File: src/design/assert_macros.svh
`ifndef ASSERT_MACROS_SVH
`define ASSERT_MACROS_SVH

// property that must hold at every clock edge out of reset
`define SST_ASSERT(label, prop, msg) \
  label: assert property (@(posedge clk) disable iff (rst) (prop)) else $error(msg);

// same-cycle implication
`define SST_ASSERT_IMP(label, cond, prop, msg) \
  label: assert property (@(posedge clk) disable iff (rst) (cond) |-> (prop)) else $error(msg);

// next-cycle implication
`define SST_ASSERT_NXT(label, cond, prop, msg) \
  label: assert property (@(posedge clk) disable iff (rst) (cond) |=> (prop)) else $error(msg);

`endif

File: src/design/sst_pkg.sv
`timescale 1ns / 1ps

package sst_pkg;

  localparam int OFFSET_BITS = 16;
  localparam int QUEUE_DEPTH = 4;
  localparam int OUT_OFF_W   = 16;
  localparam int MAX_RESULTS = 4;

  localparam logic [1:0] KIND_VALUE = 2'd0;
  localparam logic [1:0] KIND_TOKEN = 2'd1;
  localparam logic [1:0] KIND_ERROR = 2'd2;

  localparam logic [2:0] ERR_NONE    = 3'd0;
  localparam logic [2:0] ERR_ILLEGAL = 3'd1;
  localparam logic [2:0] ERR_DOT     = 3'd2;
  localparam logic [2:0] ERR_BAR     = 3'd3;
  localparam logic [2:0] ERR_AMP     = 3'd4;

  localparam logic [5:0]
    CLS_EOF = 6'd0, CLS_IDENT = 6'd1, CLS_NUMBER = 6'd2, CLS_STRING = 6'd3,
    CLS_EQ_EQ = 6'd4, CLS_ARROW = 6'd5, CLS_EQ = 6'd6, CLS_OR_OR = 6'd7,
    CLS_AND_AND = 6'd8, CLS_NOT_EQ = 6'd9, CLS_NOT = 6'd10, CLS_LT_EQ = 6'd11,
    CLS_LT = 6'd12, CLS_GT_EQ = 6'd13, CLS_GT = 6'd14, CLS_PLUS_EQ = 6'd15,
    CLS_INC = 6'd16, CLS_PLUS = 6'd17, CLS_DEREF = 6'd18, CLS_MINUS_EQ = 6'd19,
    CLS_DEC = 6'd20, CLS_MINUS = 6'd21, CLS_MUL_EQ = 6'd22, CLS_MUL = 6'd23,
    CLS_DIV_EQ = 6'd24, CLS_DIV = 6'd25, CLS_MOD_EQ = 6'd26, CLS_MOD = 6'd27,
    CLS_XOR_EQ = 6'd28, CLS_XOR = 6'd29, CLS_LPAREN = 6'd30, CLS_RPAREN = 6'd31,
    CLS_LBRACE = 6'd32, CLS_RBRACE = 6'd33, CLS_LBRACK = 6'd34, CLS_RBRACK = 6'd35,
    CLS_COMMA = 6'd36, CLS_SEMI = 6'd37;

  typedef struct packed {
    logic [1:0]           kind;
    logic [7:0]           vbyte;
    logic [5:0]           cls;
    logic [OUT_OFF_W-1:0] soff;
    logic [OUT_OFF_W-1:0] eoff;
    logic [2:0]           err;
  } result_t;

  // all results caused by one request, at most four
  typedef struct packed {
    logic [1:0]                   cnt_m1;
    result_t [MAX_RESULTS-1:0]    res;
  } run_t;

  typedef struct packed {
    logic full;
    logic empty;
  } q_stat_t;

  typedef struct packed {
    logic       ok;
    logic [5:0] cls;
  } cls_opt_t;

  function automatic logic is_letter(logic [7:0] c);
    return (c >= "a" && c <= "z") || (c >= "A" && c <= "Z");
  endfunction

  function automatic logic is_digit(logic [7:0] c);
    return c >= "0" && c <= "9";
  endfunction

  function automatic logic is_space(logic [7:0] c);
    return c == " " || c == "\t" || c == "\n" || c == "\r";
  endfunction

  function automatic logic is_op_start(logic [7:0] c);
    return c == "=" || c == "|" || c == "&" || c == "!" || c == "<" || c == ">" ||
           c == "+" || c == "-" || c == "*" || c == "/" || c == "%" || c == "^";
  endfunction

  function automatic cls_opt_t pair_class(logic [7:0] op, logic [7:0] c);
    cls_opt_t r;
    r = '{ok: 1'b0, cls: CLS_EOF};
    case (op)
      "=": if (c == "=") r = '{1'b1, CLS_EQ_EQ};
           else if (c == ">") r = '{1'b1, CLS_ARROW};
      "|": if (c == "|") r = '{1'b1, CLS_OR_OR};
      "&": if (c == "&") r = '{1'b1, CLS_AND_AND};
      "!": if (c == "=") r = '{1'b1, CLS_NOT_EQ};
      "<": if (c == "=") r = '{1'b1, CLS_LT_EQ};
      ">": if (c == "=") r = '{1'b1, CLS_GT_EQ};
      "+": if (c == "=") r = '{1'b1, CLS_PLUS_EQ};
           else if (c == "+") r = '{1'b1, CLS_INC};
      "-": if (c == ">") r = '{1'b1, CLS_DEREF};
           else if (c == "=") r = '{1'b1, CLS_MINUS_EQ};
           else if (c == "-") r = '{1'b1, CLS_DEC};
      "*": if (c == "=") r = '{1'b1, CLS_MUL_EQ};
      "/": if (c == "=") r = '{1'b1, CLS_DIV_EQ};
      "%": if (c == "=") r = '{1'b1, CLS_MOD_EQ};
      "^": if (c == "=") r = '{1'b1, CLS_XOR_EQ};
      default: r = '{ok: 1'b0, cls: CLS_EOF};
    endcase
    return r;
  endfunction

  function automatic cls_opt_t single_class(logic [7:0] op);
    cls_opt_t r;
    r = '{ok: 1'b1, cls: CLS_EOF};
    case (op)
      "=": r.cls = CLS_EQ;
      "!": r.cls = CLS_NOT;
      "<": r.cls = CLS_LT;
      ">": r.cls = CLS_GT;
      "+": r.cls = CLS_PLUS;
      "-": r.cls = CLS_MINUS;
      "*": r.cls = CLS_MUL;
      "/": r.cls = CLS_DIV;
      "%": r.cls = CLS_MOD;
      "^": r.cls = CLS_XOR;
      default: r.ok = 1'b0;
    endcase
    return r;
  endfunction

  function automatic cls_opt_t bracket_class(logic [7:0] c);
    cls_opt_t r;
    r = '{ok: 1'b1, cls: CLS_EOF};
    case (c)
      "(": r.cls = CLS_LPAREN;
      ")": r.cls = CLS_RPAREN;
      "{": r.cls = CLS_LBRACE;
      "}": r.cls = CLS_RBRACE;
      "[": r.cls = CLS_LBRACK;
      "]": r.cls = CLS_RBRACK;
      ",": r.cls = CLS_COMMA;
      ";": r.cls = CLS_SEMI;
      default: r.ok = 1'b0;
    endcase
    return r;
  endfunction

endpackage

File: src/design/sst_front.sv
`timescale 1ns / 1ps

module sst_front #(
  parameter int OFFSET_BITS = sst_pkg::OFFSET_BITS
) (
  input  logic              clk,
  input  logic              rst,
  input  logic [7:0]        char_byte,
  input  logic              byte_valid,
  input  logic              end_of_source,
  input  logic              src_valid,
  output logic              src_ready,
  input  sst_pkg::q_stat_t  q_stat,
  output logic              push,
  output sst_pkg::run_t     push_run
);

  localparam logic [2:0] MODE_IDLE    = 3'd0;
  localparam logic [2:0] MODE_IDENT   = 3'd1;
  localparam logic [2:0] MODE_NUMBER  = 3'd2;
  localparam logic [2:0] MODE_STRING  = 3'd3;
  localparam logic [2:0] MODE_ESCAPE  = 3'd4;
  localparam logic [2:0] MODE_OPER    = 3'd5;
  localparam logic [2:0] MODE_COMMENT = 3'd6;
  localparam logic [2:0] MODE_HALT    = 3'd7;

  localparam int OW = OFFSET_BITS;
  localparam int QW = sst_pkg::OUT_OFF_W;

  logic [2:0]    mode, mode_next;
  logic [7:0]    pend, pend_next;
  logic          qsingle, qsingle_next;
  logic          dot, dot_next;
  logic [OW-1:0] tstart, tstart_next;
  logic [OW-1:0] bcount, bcount_next;

  logic [2:0]    n;
  sst_pkg::result_t [sst_pkg::MAX_RESULTS-1:0] res;
  logic          disp;
  logic [OW-1:0] p, pn, pf;
  logic [7:0]    c;
  sst_pkg::cls_opt_t pc, sc, bc;
  logic          accept;

  function automatic logic [OW-1:0] sat_inc(logic [OW-1:0] v);
    return (v == {OW{1'b1}}) ? v : v + 1'b1;
  endfunction

  function automatic logic [QW-1:0] lo16(logic [OW-1:0] v);
    logic [OW+QW-1:0] w;
    w = {{QW{1'b0}}, v};
    return w[QW-1:0];
  endfunction

  function automatic sst_pkg::result_t mk_val(logic [7:0] b, logic [5:0] cls,
                                              logic [OW-1:0] s);
    return '{kind: sst_pkg::KIND_VALUE, vbyte: b, cls: cls, soff: lo16(s),
             eoff: '0, err: sst_pkg::ERR_NONE};
  endfunction

  function automatic sst_pkg::result_t mk_tok(logic [5:0] cls, logic [OW-1:0] s,
                                              logic [OW-1:0] e);
    return '{kind: sst_pkg::KIND_TOKEN, vbyte: 8'h00, cls: cls, soff: lo16(s),
             eoff: lo16(e), err: sst_pkg::ERR_NONE};
  endfunction

  function automatic sst_pkg::result_t mk_err(logic [2:0] code, logic [OW-1:0] s);
    return '{kind: sst_pkg::KIND_ERROR, vbyte: 8'h00, cls: sst_pkg::CLS_EOF,
             soff: lo16(s), eoff: '0, err: code};
  endfunction

  function automatic logic [2:0] lone_code(logic [7:0] op);
    return (op == "|") ? sst_pkg::ERR_BAR :
           (op == "&") ? sst_pkg::ERR_AMP : sst_pkg::ERR_ILLEGAL;
  endfunction

  assign src_ready = !q_stat.full;
  assign accept    = src_valid && src_ready;

  always_comb begin
    mode_next    = mode;
    pend_next    = pend;
    qsingle_next = qsingle;
    dot_next     = dot;
    tstart_next  = tstart;
    c    = char_byte;
    p    = bcount;
    pn   = sat_inc(bcount);
    pf   = byte_valid ? pn : p;
    n    = 3'd0;
    res  = '0;
    disp = 1'b0;
    pc   = sst_pkg::pair_class(pend, c);
    sc   = sst_pkg::single_class(pend);
    bc   = sst_pkg::bracket_class(c);

    if (byte_valid) begin
      unique case (mode)
        MODE_IDLE: disp = 1'b1;
        MODE_IDENT: begin
          if (sst_pkg::is_letter(c) || sst_pkg::is_digit(c) || c == "_") begin
            res[n[1:0]] = mk_val(c, sst_pkg::CLS_IDENT, tstart_next);
            n = n + 3'd1;
          end else begin
            res[n[1:0]] = mk_tok(sst_pkg::CLS_IDENT, tstart_next, p);
            n = n + 3'd1;
            mode_next = MODE_IDLE;
            disp = 1'b1;
          end
        end
        MODE_NUMBER: begin
          if (sst_pkg::is_digit(c)) begin
            res[n[1:0]] = mk_val(c, sst_pkg::CLS_NUMBER, tstart_next);
            n = n + 3'd1;
          end else if (c == "_") begin
            // separator dropped
          end else if (c == ".") begin
            if (dot) begin
              res[n[1:0]] = mk_err(sst_pkg::ERR_DOT, p);
              n = n + 3'd1;
              mode_next = MODE_HALT;
            end else begin
              dot_next = 1'b1;
              res[n[1:0]] = mk_val(c, sst_pkg::CLS_NUMBER, tstart_next);
              n = n + 3'd1;
            end
          end else begin
            res[n[1:0]] = mk_tok(sst_pkg::CLS_NUMBER, tstart_next, p);
            n = n + 3'd1;
            mode_next = MODE_IDLE;
            disp = 1'b1;
          end
        end
        MODE_STRING: begin
          if (c == (qsingle ? 8'("'") : 8'("\""))) begin
            res[n[1:0]] = mk_tok(sst_pkg::CLS_STRING, tstart_next, pn);
            n = n + 3'd1;
            mode_next = MODE_IDLE;
          end else if (c == "\\") begin
            mode_next = MODE_ESCAPE;
          end else begin
            res[n[1:0]] = mk_val(c, sst_pkg::CLS_STRING, tstart_next);
            n = n + 3'd1;
          end
        end
        MODE_ESCAPE: begin
          res[n[1:0]] = mk_val((c == "n") ? 8'h0A : ((c == "t") ? 8'h09 : c),
                               sst_pkg::CLS_STRING, tstart_next);
          n = n + 3'd1;
          mode_next = MODE_STRING;
        end
        MODE_OPER: begin
          if (pend == ">" && c == ">") begin
            mode_next = MODE_COMMENT;
          end else if (pc.ok) begin
            res[n[1:0]] = mk_tok(pc.cls, tstart_next, pn);
            n = n + 3'd1;
            mode_next = MODE_IDLE;
          end else if (sc.ok) begin
            res[n[1:0]] = mk_tok(sc.cls, tstart_next, p);
            n = n + 3'd1;
            mode_next = MODE_IDLE;
            disp = 1'b1;
          end else begin
            res[n[1:0]] = mk_err(lone_code(pend), p);
            n = n + 3'd1;
            mode_next = MODE_HALT;
          end
        end
        MODE_COMMENT: if (c == "\n") mode_next = MODE_IDLE;
        MODE_HALT: ;
        default: ;
      endcase

      // a byte seen in idle mode, or one that ended an identifier, number or single operator, opens the next token
      if (disp) begin
        if (sst_pkg::is_space(c)) begin
          // skipped
        end else if (sst_pkg::is_letter(c) || c == "_") begin
          mode_next   = MODE_IDENT;
          tstart_next = p;
          res[n[1:0]] = mk_val(c, sst_pkg::CLS_IDENT, p);
          n = n + 3'd1;
        end else if (sst_pkg::is_digit(c)) begin
          mode_next   = MODE_NUMBER;
          dot_next    = 1'b0;
          tstart_next = p;
          res[n[1:0]] = mk_val(c, sst_pkg::CLS_NUMBER, p);
          n = n + 3'd1;
        end else if (c == "\"" || c == "'") begin
          mode_next    = MODE_STRING;
          qsingle_next = (c == "'");
          tstart_next  = p;
        end else if (sst_pkg::is_op_start(c)) begin
          mode_next   = MODE_OPER;
          pend_next   = c;
          tstart_next = p;
        end else if (bc.ok) begin
          res[n[1:0]] = mk_tok(bc.cls, p, pn);
          n = n + 3'd1;
        end else begin
          res[n[1:0]] = mk_err(sst_pkg::ERR_ILLEGAL, p);
          n = n + 3'd1;
          mode_next = MODE_HALT;
        end
      end
    end

    if (end_of_source) begin
      case (mode_next)
        MODE_IDENT: begin
          res[n[1:0]] = mk_tok(sst_pkg::CLS_IDENT, tstart_next, pf);
          n = n + 3'd1;
        end
        MODE_NUMBER: begin
          res[n[1:0]] = mk_tok(sst_pkg::CLS_NUMBER, tstart_next, pf);
          n = n + 3'd1;
        end
        MODE_STRING, MODE_ESCAPE: begin
          res[n[1:0]] = mk_tok(sst_pkg::CLS_STRING, tstart_next, pf);
          n = n + 3'd1;
        end
        MODE_OPER: begin
          // pend_next is the operator that waits here
          if (sst_pkg::single_class(pend_next).ok) begin
            res[n[1:0]] = mk_tok(sst_pkg::single_class(pend_next).cls, tstart_next, pf);
            n = n + 3'd1;
            mode_next = MODE_IDLE;
          end else begin
            res[n[1:0]] = mk_err(lone_code(pend_next), pf);
            n = n + 3'd1;
            mode_next = MODE_HALT;
          end
        end
        default: ;
      endcase
      if (mode_next != MODE_HALT) begin
        res[n[1:0]] = mk_tok(sst_pkg::CLS_EOF, pf, pf);
        n = n + 3'd1;
      end
    end
  end

  assign bcount_next = byte_valid ? pn : p;

  assign push            = accept && (n != 3'd0);
  assign push_run.cnt_m1 = 2'(n - 3'd1);
  assign push_run.res    = res;

  always_ff @(posedge clk) begin
    if (rst) begin
      mode    <= MODE_IDLE;
      pend    <= 8'h00;
      qsingle <= 1'b0;
      dot     <= 1'b0;
      tstart  <= '0;
      bcount  <= '0;
    end else if (accept) begin
      if (end_of_source) begin
        // a new source starts after the final request
        mode    <= MODE_IDLE;
        pend    <= 8'h00;
        qsingle <= 1'b0;
        dot     <= 1'b0;
        tstart  <= '0;
        bcount  <= '0;
      end else begin
        mode    <= mode_next;
        pend    <= pend_next;
        qsingle <= qsingle_next;
        dot     <= dot_next;
        tstart  <= tstart_next;
        bcount  <= bcount_next;
      end
    end
  end

`include "assert_macros.svh"

  `SST_ASSERT_IMP(a_halt_silent, accept && mode == MODE_HALT, n == 3'd0, "halted lexer produced a result")
  `SST_ASSERT_IMP(a_push_space, push, !q_stat.full, "run pushed into a full queue")

endmodule

File: src/design/sst_fifo.sv
`timescale 1ns / 1ps

module sst_fifo #(
  parameter int WIDTH = $bits(sst_pkg::run_t),
  parameter int DEPTH = sst_pkg::QUEUE_DEPTH
) (
  input  logic              clk,
  input  logic              rst,
  input  logic              push,
  input  logic [WIDTH-1:0]  din,
  input  logic              pop,
  output logic [WIDTH-1:0]  dout,
  output sst_pkg::q_stat_t  stat
);

  localparam int AW = (DEPTH > 1) ? $clog2(DEPTH) : 1;
  localparam int CW = $clog2(DEPTH + 1);

  logic [WIDTH-1:0] mem [DEPTH];
  logic [AW-1:0]    wptr, rptr;
  logic [CW-1:0]    count;

  function automatic logic [AW-1:0] wrap_inc(logic [AW-1:0] v);
    return (v == AW'(DEPTH - 1)) ? '0 : v + 1'b1;
  endfunction

  assign stat.full  = (count == CW'(DEPTH));
  assign stat.empty = (count == '0);
  assign dout       = mem[rptr];

  always_ff @(posedge clk) begin
    if (push) mem[wptr] <= din;
  end

  always_ff @(posedge clk) begin
    if (rst) begin
      wptr  <= '0;
      rptr  <= '0;
      count <= '0;
    end else begin
      if (push) wptr <= wrap_inc(wptr);
      if (pop)  rptr <= wrap_inc(rptr);
      if (push && !pop)      count <= count + 1'b1;
      else if (pop && !push) count <= count - 1'b1;
    end
  end

`include "assert_macros.svh"

  `SST_ASSERT_IMP(a_no_underflow, pop, !stat.empty, "pop from an empty queue")

endmodule

File: src/design/sst_back.sv
`timescale 1ns / 1ps

module sst_back (
  input  logic              clk,
  input  logic              rst,
  input  sst_pkg::q_stat_t  q_stat,
  input  sst_pkg::run_t     q_run,
  output logic              pop,
  output logic              res_valid,
  input  logic              res_ready,
  output logic [1:0]        result_kind,
  output logic [7:0]        value_byte,
  output logic [5:0]        token_class,
  output logic [15:0]       start_offset,
  output logic [15:0]       end_offset,
  output logic [2:0]        error_code,
  output logic              last_of_run
);

  logic          busy;
  logic [1:0]    idx;
  sst_pkg::run_t cur;
  sst_pkg::result_t sel;
  logic          done;

  assign sel       = cur.res[idx];
  assign res_valid = busy;
  assign last_of_run = (idx == cur.cnt_m1);
  assign done      = busy && res_ready && last_of_run;
  assign pop       = !q_stat.empty && (!busy || done);

  assign result_kind  = sel.kind;
  assign value_byte   = sel.vbyte;
  assign token_class  = sel.cls;
  assign start_offset = sel.soff;
  assign end_offset   = sel.eoff;
  assign error_code   = sel.err;

  always_ff @(posedge clk) begin
    if (pop) cur <= q_run;
  end

  always_ff @(posedge clk) begin
    if (rst) begin
      busy <= 1'b0;
      idx  <= 2'd0;
    end else if (pop) begin
      busy <= 1'b1;
      idx  <= 2'd0;
    end else if (done) begin
      busy <= 1'b0;
    end else if (busy && res_ready) begin
      idx <= idx + 2'd1;
    end
  end

`include "assert_macros.svh"

  `SST_ASSERT_NXT(a_hold_stall, busy && !res_ready, busy && $stable(idx), "stalled request moved on")
  `SST_ASSERT(a_idx_in_run, !busy || idx <= cur.cnt_m1, "result index past end of run")

endmodule

File: src/design/script_source_tokenizer.sv
`timescale 1ns / 1ps
// channel | handshake            | payload
// source  | src_valid, src_ready | char_byte, byte_valid, end_of_source
// result  | res_valid, res_ready | result_kind, value_byte, token_class, start_offset,
//         |                      | end_offset, error_code, last_of_run
//
// one source byte is taken each cycle while the run queue has room; the next lexer
// state is computed combinationally from the current state and byte
// each request gives zero to four results, sent one a cycle from the run queue
// while res_ready is high
// reset is synchronous and clears lexer state, queue pointers and result valid
// a stalled result side fills the queue, then src_ready drops

module script_source_tokenizer #(
  parameter int OFFSET_BITS = sst_pkg::OFFSET_BITS,
  parameter int QUEUE_DEPTH = sst_pkg::QUEUE_DEPTH
) (
  input  logic        clk,
  input  logic        rst,
  input  logic        src_valid,
  output logic        src_ready,
  input  logic [7:0]  char_byte,
  input  logic        byte_valid,
  input  logic        end_of_source,
  output logic        res_valid,
  input  logic        res_ready,
  output logic [1:0]  result_kind,
  output logic [7:0]  value_byte,
  output logic [5:0]  token_class,
  output logic [15:0] start_offset,
  output logic [15:0] end_offset,
  output logic [2:0]  error_code,
  output logic        last_of_run
);

  localparam int RW = $bits(sst_pkg::run_t);

  sst_pkg::q_stat_t q_stat;
  sst_pkg::run_t    push_run, q_run;
  logic             push, pop;
  logic [RW-1:0]    q_dout;

  sst_front #(.OFFSET_BITS(OFFSET_BITS)) u_front (
    .clk           (clk),
    .rst           (rst),
    .char_byte     (char_byte),
    .byte_valid    (byte_valid),
    .end_of_source (end_of_source),
    .src_valid     (src_valid),
    .src_ready     (src_ready),
    .q_stat        (q_stat),
    .push          (push),
    .push_run      (push_run)
  );

  sst_fifo #(.WIDTH(RW), .DEPTH(QUEUE_DEPTH)) u_fifo (
    .clk  (clk),
    .rst  (rst),
    .push (push),
    .din  (push_run),
    .pop  (pop),
    .dout (q_dout),
    .stat (q_stat)
  );

  assign q_run = q_dout;

  sst_back u_back (
    .clk          (clk),
    .rst          (rst),
    .q_stat       (q_stat),
    .q_run        (q_run),
    .pop          (pop),
    .res_valid    (res_valid),
    .res_ready    (res_ready),
    .result_kind  (result_kind),
    .value_byte   (value_byte),
    .token_class  (token_class),
    .start_offset (start_offset),
    .end_offset   (end_offset),
    .error_code   (error_code),
    .last_of_run  (last_of_run)
  );

endmodule
File: config.mk
export PLATFORM = sky130hd
export DESIGN_NAME = script_source_tokenizer
export DESIGN_NICKNAME = d
export VERILOG_FILES = /design/src/design/sst_pkg.sv /design/src/design/sst_front.sv /design/src/design/sst_fifo.sv /design/src/design/sst_back.sv /design/src/design/script_source_tokenizer.sv
export VERILOG_INCLUDE_DIRS = /design/src /design/src/design
export SDC_FILE = /design/constraint.sdc
export NUM_CORES = 1
export LEC_CHECK = 0
export BUFFER_PORTS_ARGS = -buffer_cell sky130_fd_sc_hd__buf_2
export CAP_MARGIN = 40
export CORE_MARGIN = 5
export CORE_UTILIZATION = 40
export DETAILED_ROUTE_END_ITERATION = 12
export REMOVE_ABC_BUFFERS = 1
export SLEW_MARGIN = 20
export SYNTH_ARGS = -nofsm -noshare
export SYNTH_HDL_FRONTEND = slang
export SYNTH_HIERARCHICAL = 1
export SYNTH_SLANG_ARGS = --single-unit
File: constraint.sdc
create_clock -name clk -period 41.8 [get_ports clk]
set_clock_uncertainty 0.1 [all_clocks]
set_input_delay 2.09 -clock clk [delete_from_list [all_inputs] [get_ports clk]]
set_output_delay 2.09 -clock clk [all_outputs]
set_load 0.01 [all_outputs]
## Yosys cells after proc, flatten, opt, wreduce, memory -nomap -nowiden

Memories as Yosys holds them, arrays and structs flattened. A register that Yosys moved wholly into a read port is not among the register bits.
Index checks and enable logic that the tools add are counted.

| operators by class | value |
|---|---|
| order comparisons | 13 |
| reductions and logical operators | 57 |
| $add $sub $neg | 10 |
| bitwise gates (word level) | 1 |
| equal/unequal tests | 76 |
| muxes and demuxes | 173 |

Operator list:

| kind | count |
|---|---|
| two-way mux 204 bit | 12 |
| bitwise mux 204 bit | 10 |
| case mux 204 bit (4 select lines) | 1 |
| two-way mux 51 bit | 13 |
| demux 51 bit (select 2 bit) | 3 |
| equality test 8 x 6 -> 1 bit (second input constant) | 38 |
| case mux 51 bit (5 select lines) | 1 |
| two-way mux 16 bit | 11 |
| two-way mux 3 bit | 44 |
| equality test 8 x 7 -> 1 bit (second input constant) | 15 |
| two-way mux 7 bit | 16 |
| binary-select mux 51 bit (select 2 bit) | 1 |
| case mux 5 bit (10 select lines) | 2 |
| case mux 7 bit (12 select lines) | 1 |
| two-way mux 8 bit | 10 |
| two-way mux 50 bit | 1 |
| two-way mux 49 bit | 1 |
| case mux 6 bit (8 select lines) | 1 |
| two-way mux 1 bit | 37 |
| logical OR 1 bit | 20 |
| OR reduction 10 bit | 2 |
| equality test 3 bit (second input constant) | 6 |
| two-way mux 6 bit | 3 |
| case mux 3 bit (6 select lines) | 1 |
| 34 further kinds | 80 |

| word-level totals | value |
|---|---|
| output and inout port bits | 54 |
| memories | 1 |
| word-level logic and storage cells | 342 |
| bits of input ports | 14 |
| memory bits (writable) | 824 |
| register bits after elaboration | 55 |

Memories:

| name | words | bits a word | read ports | clocked after Yosys merged registers in | wr ports | RTL line | RTL |
|---|---|---|---|---|---|---|---|
| u_fifo.mem | 4 | 206 | 1 | 1 | 1 | sst_fifo.sv:19 | `logic [WIDTH-1:0] mem [DEPTH];` |

## Longest topological paths before layout

| depth | value |
|---|---|
| word-level depth | 36 |
| depth in mapped cells | 27 |
| mapped depth without buffers | 24 |

## Modules after synthesis

The synthesis kept the hierarchy.

By module, submodules not included:

| module | instances | cells each | seq. area each (um2) | area an instance (um2) |
|---|---|---|---|---|
| sst_fifo | 1 | 1120 | 24923.9 | 30151.4 |
| sst_front | 1 | 1348 | 900.9 | 8829.7 |
| sst_back | 1 | 292 | 6246.0 | 7764.9 |

## Worst setup path after synthesis

Ideal clock, no wire load.

| path | value |
|---|---|
| path type | in2reg |
| start | in res_ready |
| end | reg u_fifo.count[2] |
| arrival time | 19.937 ns |
| buffers on the path | 0 |
| stages on the path | 9 |
| data required time | 41.630 ns |
| slack | 21.693 ns |
| setup time | 0.070 ns |
| cells stage by stage | nand2b_1 > o32ai_1 > inv_1 > ha_1 > inv_1 > fa_1 > xor2_1 > or3_1 > a21oi_1 |

| between the ends | value |
|---|---|
| longest elaborated chain between the ends | 7 |
| elaborated cells between the ends (all ways) | 9 |
| classes of those cells | mux (1); reduce/logical (8) |

Ends and longest elaborated chain:

| item | RTL line | RTL |
|---|---|---|
| from (decl) | script_source_tokenizer.sv:26 | `input logic res_ready,` |
| logical AND 1 bit (*) (2 in a row) | sst_back.sv:29 | `assign done = busy && res_ready && last_of_run;` |
| logical OR 1 bit (*) | sst_back.sv:30 | `assign pop = !q_stat.empty && (!busy \|\| done);` |
| logical AND 1 bit (*) | sst_back.sv:30 |  |
| via pop | script_source_tokenizer.sv:40 | `logic push, pop;` |
| logical NOT 1 bit | sst_fifo.sv:43 | `if (push && !pop) count <= count + 1'b1;` |
| logical AND 1 bit | sst_fifo.sv:43 |  |
| two-way mux 3 bit / nonzero test 2 bit (equally long branches) | - |  |
| to (signal assigned) | sst_fifo.sv:43 |  |
| to (signal assigned) | sst_fifo.sv:44 | `else if (pop && !push) count <= count - 1'b1;` |
| to (decl) | sst_fifo.sv:21 | `logic [CW-1:0] count;` |

Mark *: on every way through the listed nets, which the timed path passes. The rest lies on a longest branch.
A chain may end at the register's enable or synchronous reset.

## Worst setup path in the final report

| path | value |
|---|---|
| start | in char_byte[1] |
| end | mem u_fifo/mem[2][149] (netlist name), enable pin |

| between the ends | value |
|---|---|
| longest elaborated chain between the ends | 34 |
| elaborated cells between the ends (all ways) | 160 |
| classes of those cells | add/sub (3); order compare (6); eq/ne (46); mux (77); reduce/logical (28) |

Ends and longest elaborated chain:

| item | RTL line | RTL |
|---|---|---|
| from (decl) | script_source_tokenizer.sv:22 | `input logic [7:0] char_byte,` |
| branches (longest 29 deep; another with >= comparator 8 x 6 -> 1 bit) | - |  |
| two-way mux 3 bit (*) | sst_front.sv:209 | `if (end_of_source) begin` |
| nonzero test 3 bit (*) | sst_front.sv:246 | `assign push = accept && (n != 3'd0);` |
| logical AND 1 bit (*) | sst_front.sv:246 |  |
| via push | script_source_tokenizer.sv:40 |  |
| two-way mux 1 bit (*) | sst_fifo.sv:32 | `if (push) mem[wptr] <= din;` |
| two-way mux 1 bit (not written as such) (*) | sst_fifo.sv:32 |  |
| to (decl) | sst_fifo.sv:19 |  |

Mark *: on every way through the listed nets, which the timed path passes. The select of a mux whose other input is x is not followed.

==> reports/results.ini <==
[timing]
setup_violations = 0
fin_crit_ns = 9.53
fmax_ghz = 0.105
holdWs_ns = 0.389
tightestPinTransition_ns = 1.02
fin_crit_sh_pct = 22.8
fin_ws_ns = 32.27
setup_tns_ns = 0
finalHoldViolations = 0
rsz0062_at_grt = no
slew_headroom_pct = 31.9
drv_slew = 0

[place]
hpwl_um = 79700
dp_slack_ns = 31.54
gp_congestion = 0.922
port_buffers = 67

[clocking]
cts_root_buf = clkbuf_16
clk_latency_ns = 0.70
ctsHoldBuffers = 0
cts.sink_count = 1087
cts_htree_levels = 3
post_cts_buffers = 0
cts_buffers = 106
clkTransAtPathRegs_ns = 0.06
cts.path.max_buffers = 3
cts_resized = 0
cts_tree = done

[finish]
drive_gt1_share_pct = 21.9
multiInputGateArea_um2 = 13400
nNetsFinal = 2884
final_cell_mix = 1030 x edfxtp_1, 222 x mux4_2, 215 x nor2_1, 115 x a21oi_1, 110 x clkbuf_16
fillCellCount = 9863
final_common_cell = edfxtp_1
area_growth_pct = 12.7
regArea_um2 = 32100

[synthesis]
yosys.area_share.simple_pct = 6.53
syn_avg_cell_area_um2 = 16.9
yosys_warnings = 6
synth-main-ff-cell = edfxtp_1
seq_area_frac_synth_pct = 68.6
synth_fa_ha_area_share_pct = 0.498
ys_ff_latch = 1087
synthMuxAreaShare_pct = 13.5
synth_cells = 2760
synth_edf_count = 1030
synth_top_family_by_area = multiplexers
async_reset_ff_share_pct = 0
synth_xor_area_share_pct = 0.410
synth_compound_area_share_pct = 7.54
ys_types = 114
syn_area_um2 = 46700

[worst_setup_path]
end_kind = flop
ff2ff_path_depth = 21
ff2ff_setup_slack_ns = 33.46
start_kind = input port
r2r_end = u_fifo/mem[2][149]
cp_max_fo = 44
crit_type = input port to flop
crit_arrival_ns = 9.80
cp.required_ns = 42.07
r2r_start = u_front/pend[0]

[route]
wl_um = 121000
wl_per_cell_um = 27.2
first_pass_iters = 7
drt_iter0_drc = 2670
viasPerCell = 5.92
drc = 0
vias = 26400
ant_nets = 0

[global_route]
grt_pass1_wl_um = 181000
antenna_found_initial = 1
grt-ovfl-total = 0
grt_pass1_vias = 26800
track_usage_pct = 19.6
grt_max_degree = 136

[die]
initial_utilization_pct = 40.2
die_x_um = 352
ios = 68
die_h_um = 352
coreArea_um2 = 116000
dieArea_um2 = 124000
core.rowCount = 125

[min_path]
min-delay-start = u_front/tstart[7]
whs_path_depth = 2
hold_end = u_front/tstart[7]
holdCritPathClass = flop to flop

[power_and_ir_drop]
powerDensity_nw_per_um2 = 62.9
p_leak_nw = 16.5
ir_drop_uv = 64.4
finalPower_w = 0.00331

[flow_run]
max_cap_viol_count = 0

[run_status]
status = finished clean

==> stage by stage <==
| stage | cell area (um2) | std cells | util [%] |
|---|---|---|---|
| after CTS | 52600 | 4457 | 45.3 |
| after detailed placement | 49100 | 4260 | 42.2 |
| final | 52700 | 4467 | 45.3 |
| after global placement | 48400 | 4223 | 41.6 |
| after floorplan | 45600 | 2574 | - |
| after global routing | 52700 | 4465 | 45.3 |
==> layer usage <==
layer | wire length (um) | up-vias | track usage [%]
met5 | 0 | - | 0
met2 | 58500 | 965 | 32.0
met4 | 3300 | 0 | 5.26
met3 | 6540 | 219 | 2.79
li1 | - | 11400 | -
met1 | 53000 | 13900 | 27.8
==> critical path: stages <==
cell	delay, ns
buf_2	0.46
and4b_1	0.32
nor2_1	0.31
a2bb2oi_1	0.75
a21oi_1	0.14
or3b_1	0.42
o32ai_2	0.64
nand2_2	0.20
and2_1	0.40
o21ai_0	0.49
ha_1	0.21
inv_1	0.04
a21oi_1	0.10
o21ai_0	0.11
a21boi_0	0.16
ha_1	0.21
o22ai_1	0.53
and2_4	0.66
buf_4	0.38
buf_16	0.26
buf_4	0.48
buf_12	0.27
==> area by class of cell <==
class                   count  share of cell area, %
flip-flops and latches   1087                   60.9
multi-input cells        1443                   25.5
clock buffers             127                   5.35
well taps                1524                   3.62
repair buffers            170                   2.93
clock inverters            70                   1.35
inverters                  44                  0.314
diodes                      2                0.00950
==> cell usage after synthesis (all sizes together) (7+ instances only) <==
master	instances	area, um2
nand3	44	250
clkbuf	81	307
a22o	14	123
o21ai	72	375
o22ai	55	350
or3	16	105
mux2i	25	250
nand2b	16	100
and3	24	155
nand4	11	75.1
edfxtp	1030	30900
a21oi	117	589
o22a	26	229
and2	25	159
mux4	257	5920
inv	44	165
o221ai	11	96.3
o32ai	8	85.1
nor3	41	205
nand2	111	434
xor2	15	139
a22oi	30	230
a21o	7	52.6
a221o	7	70.1
a211oi	15	125
dfxtp	57	1140
nor2b	18	113
a31oi	13	87.6
o31a	10	87.6
a311oi	10	131
nor3b	11	82.6
o21a	11	82.6
mux2	12	135
nor2	226	876
buf	123	892
ha	17	213
nor4	15	109
o211ai	11	92.6
==> worst max-delay path by stage <==
| stage | from | endpoint | slack [ns] | cells after the start |
|---|---|---|---|---|
| CTS | char_byte[1] | u_fifo/mem[1][145] | 32.26 | 21 |
| global route | char_byte[1] | u_fifo/mem[2][94] | 31.94 | 22 |
| floorplan | u_back/idx[0] | u_fifo/count[2] | 21.55 | 9 |
| detailed placement | char_byte[1] | u_fifo/mem[1][147] | 31.54 | 21 |
| global placement | char_byte[1] | u_fifo/mem[3][147] | 31.37 | 20 |
| finish | char_byte[1] | u_fifo/mem[2][149] | 32.27 | 22 |
==> registers in the layout, indices dropped and copies added, names as in the netlist, named ones only <==
register / flops
u_fifo/wptr: 2
u_fifo/rptr: 2
u_front/qsingle: 1
u_front/pend: 8
u_back/idx: 2
u_back/res_valid: 1
u_fifo/mem: 824
u_front/tstart: 16
u_front/mode: 3
u_back/cur: 206
u_front/bcount: 16
u_fifo/count: 3
u_front/dot: 1
==> power by group <==
| part | switching (W) | internal [W] |
|---|---|---|
| combinational | 0.000455 | 0.000338 |
| clock | 0.000403 | 0.000556 |
| sequential | 0.0000710 | 0.00149 |
| total | 0.000929 | 0.00239 |
==> cells by family after synthesis <==
kind of cell    Yosys count
xor+xnor                 21
fa+ha+maj                18
compound gates          493
simple gates            598
other cells               1
mux                     294
flops                  1087
buf+inv                 248
No activity file was read; power rests on OpenSTA's default activity.
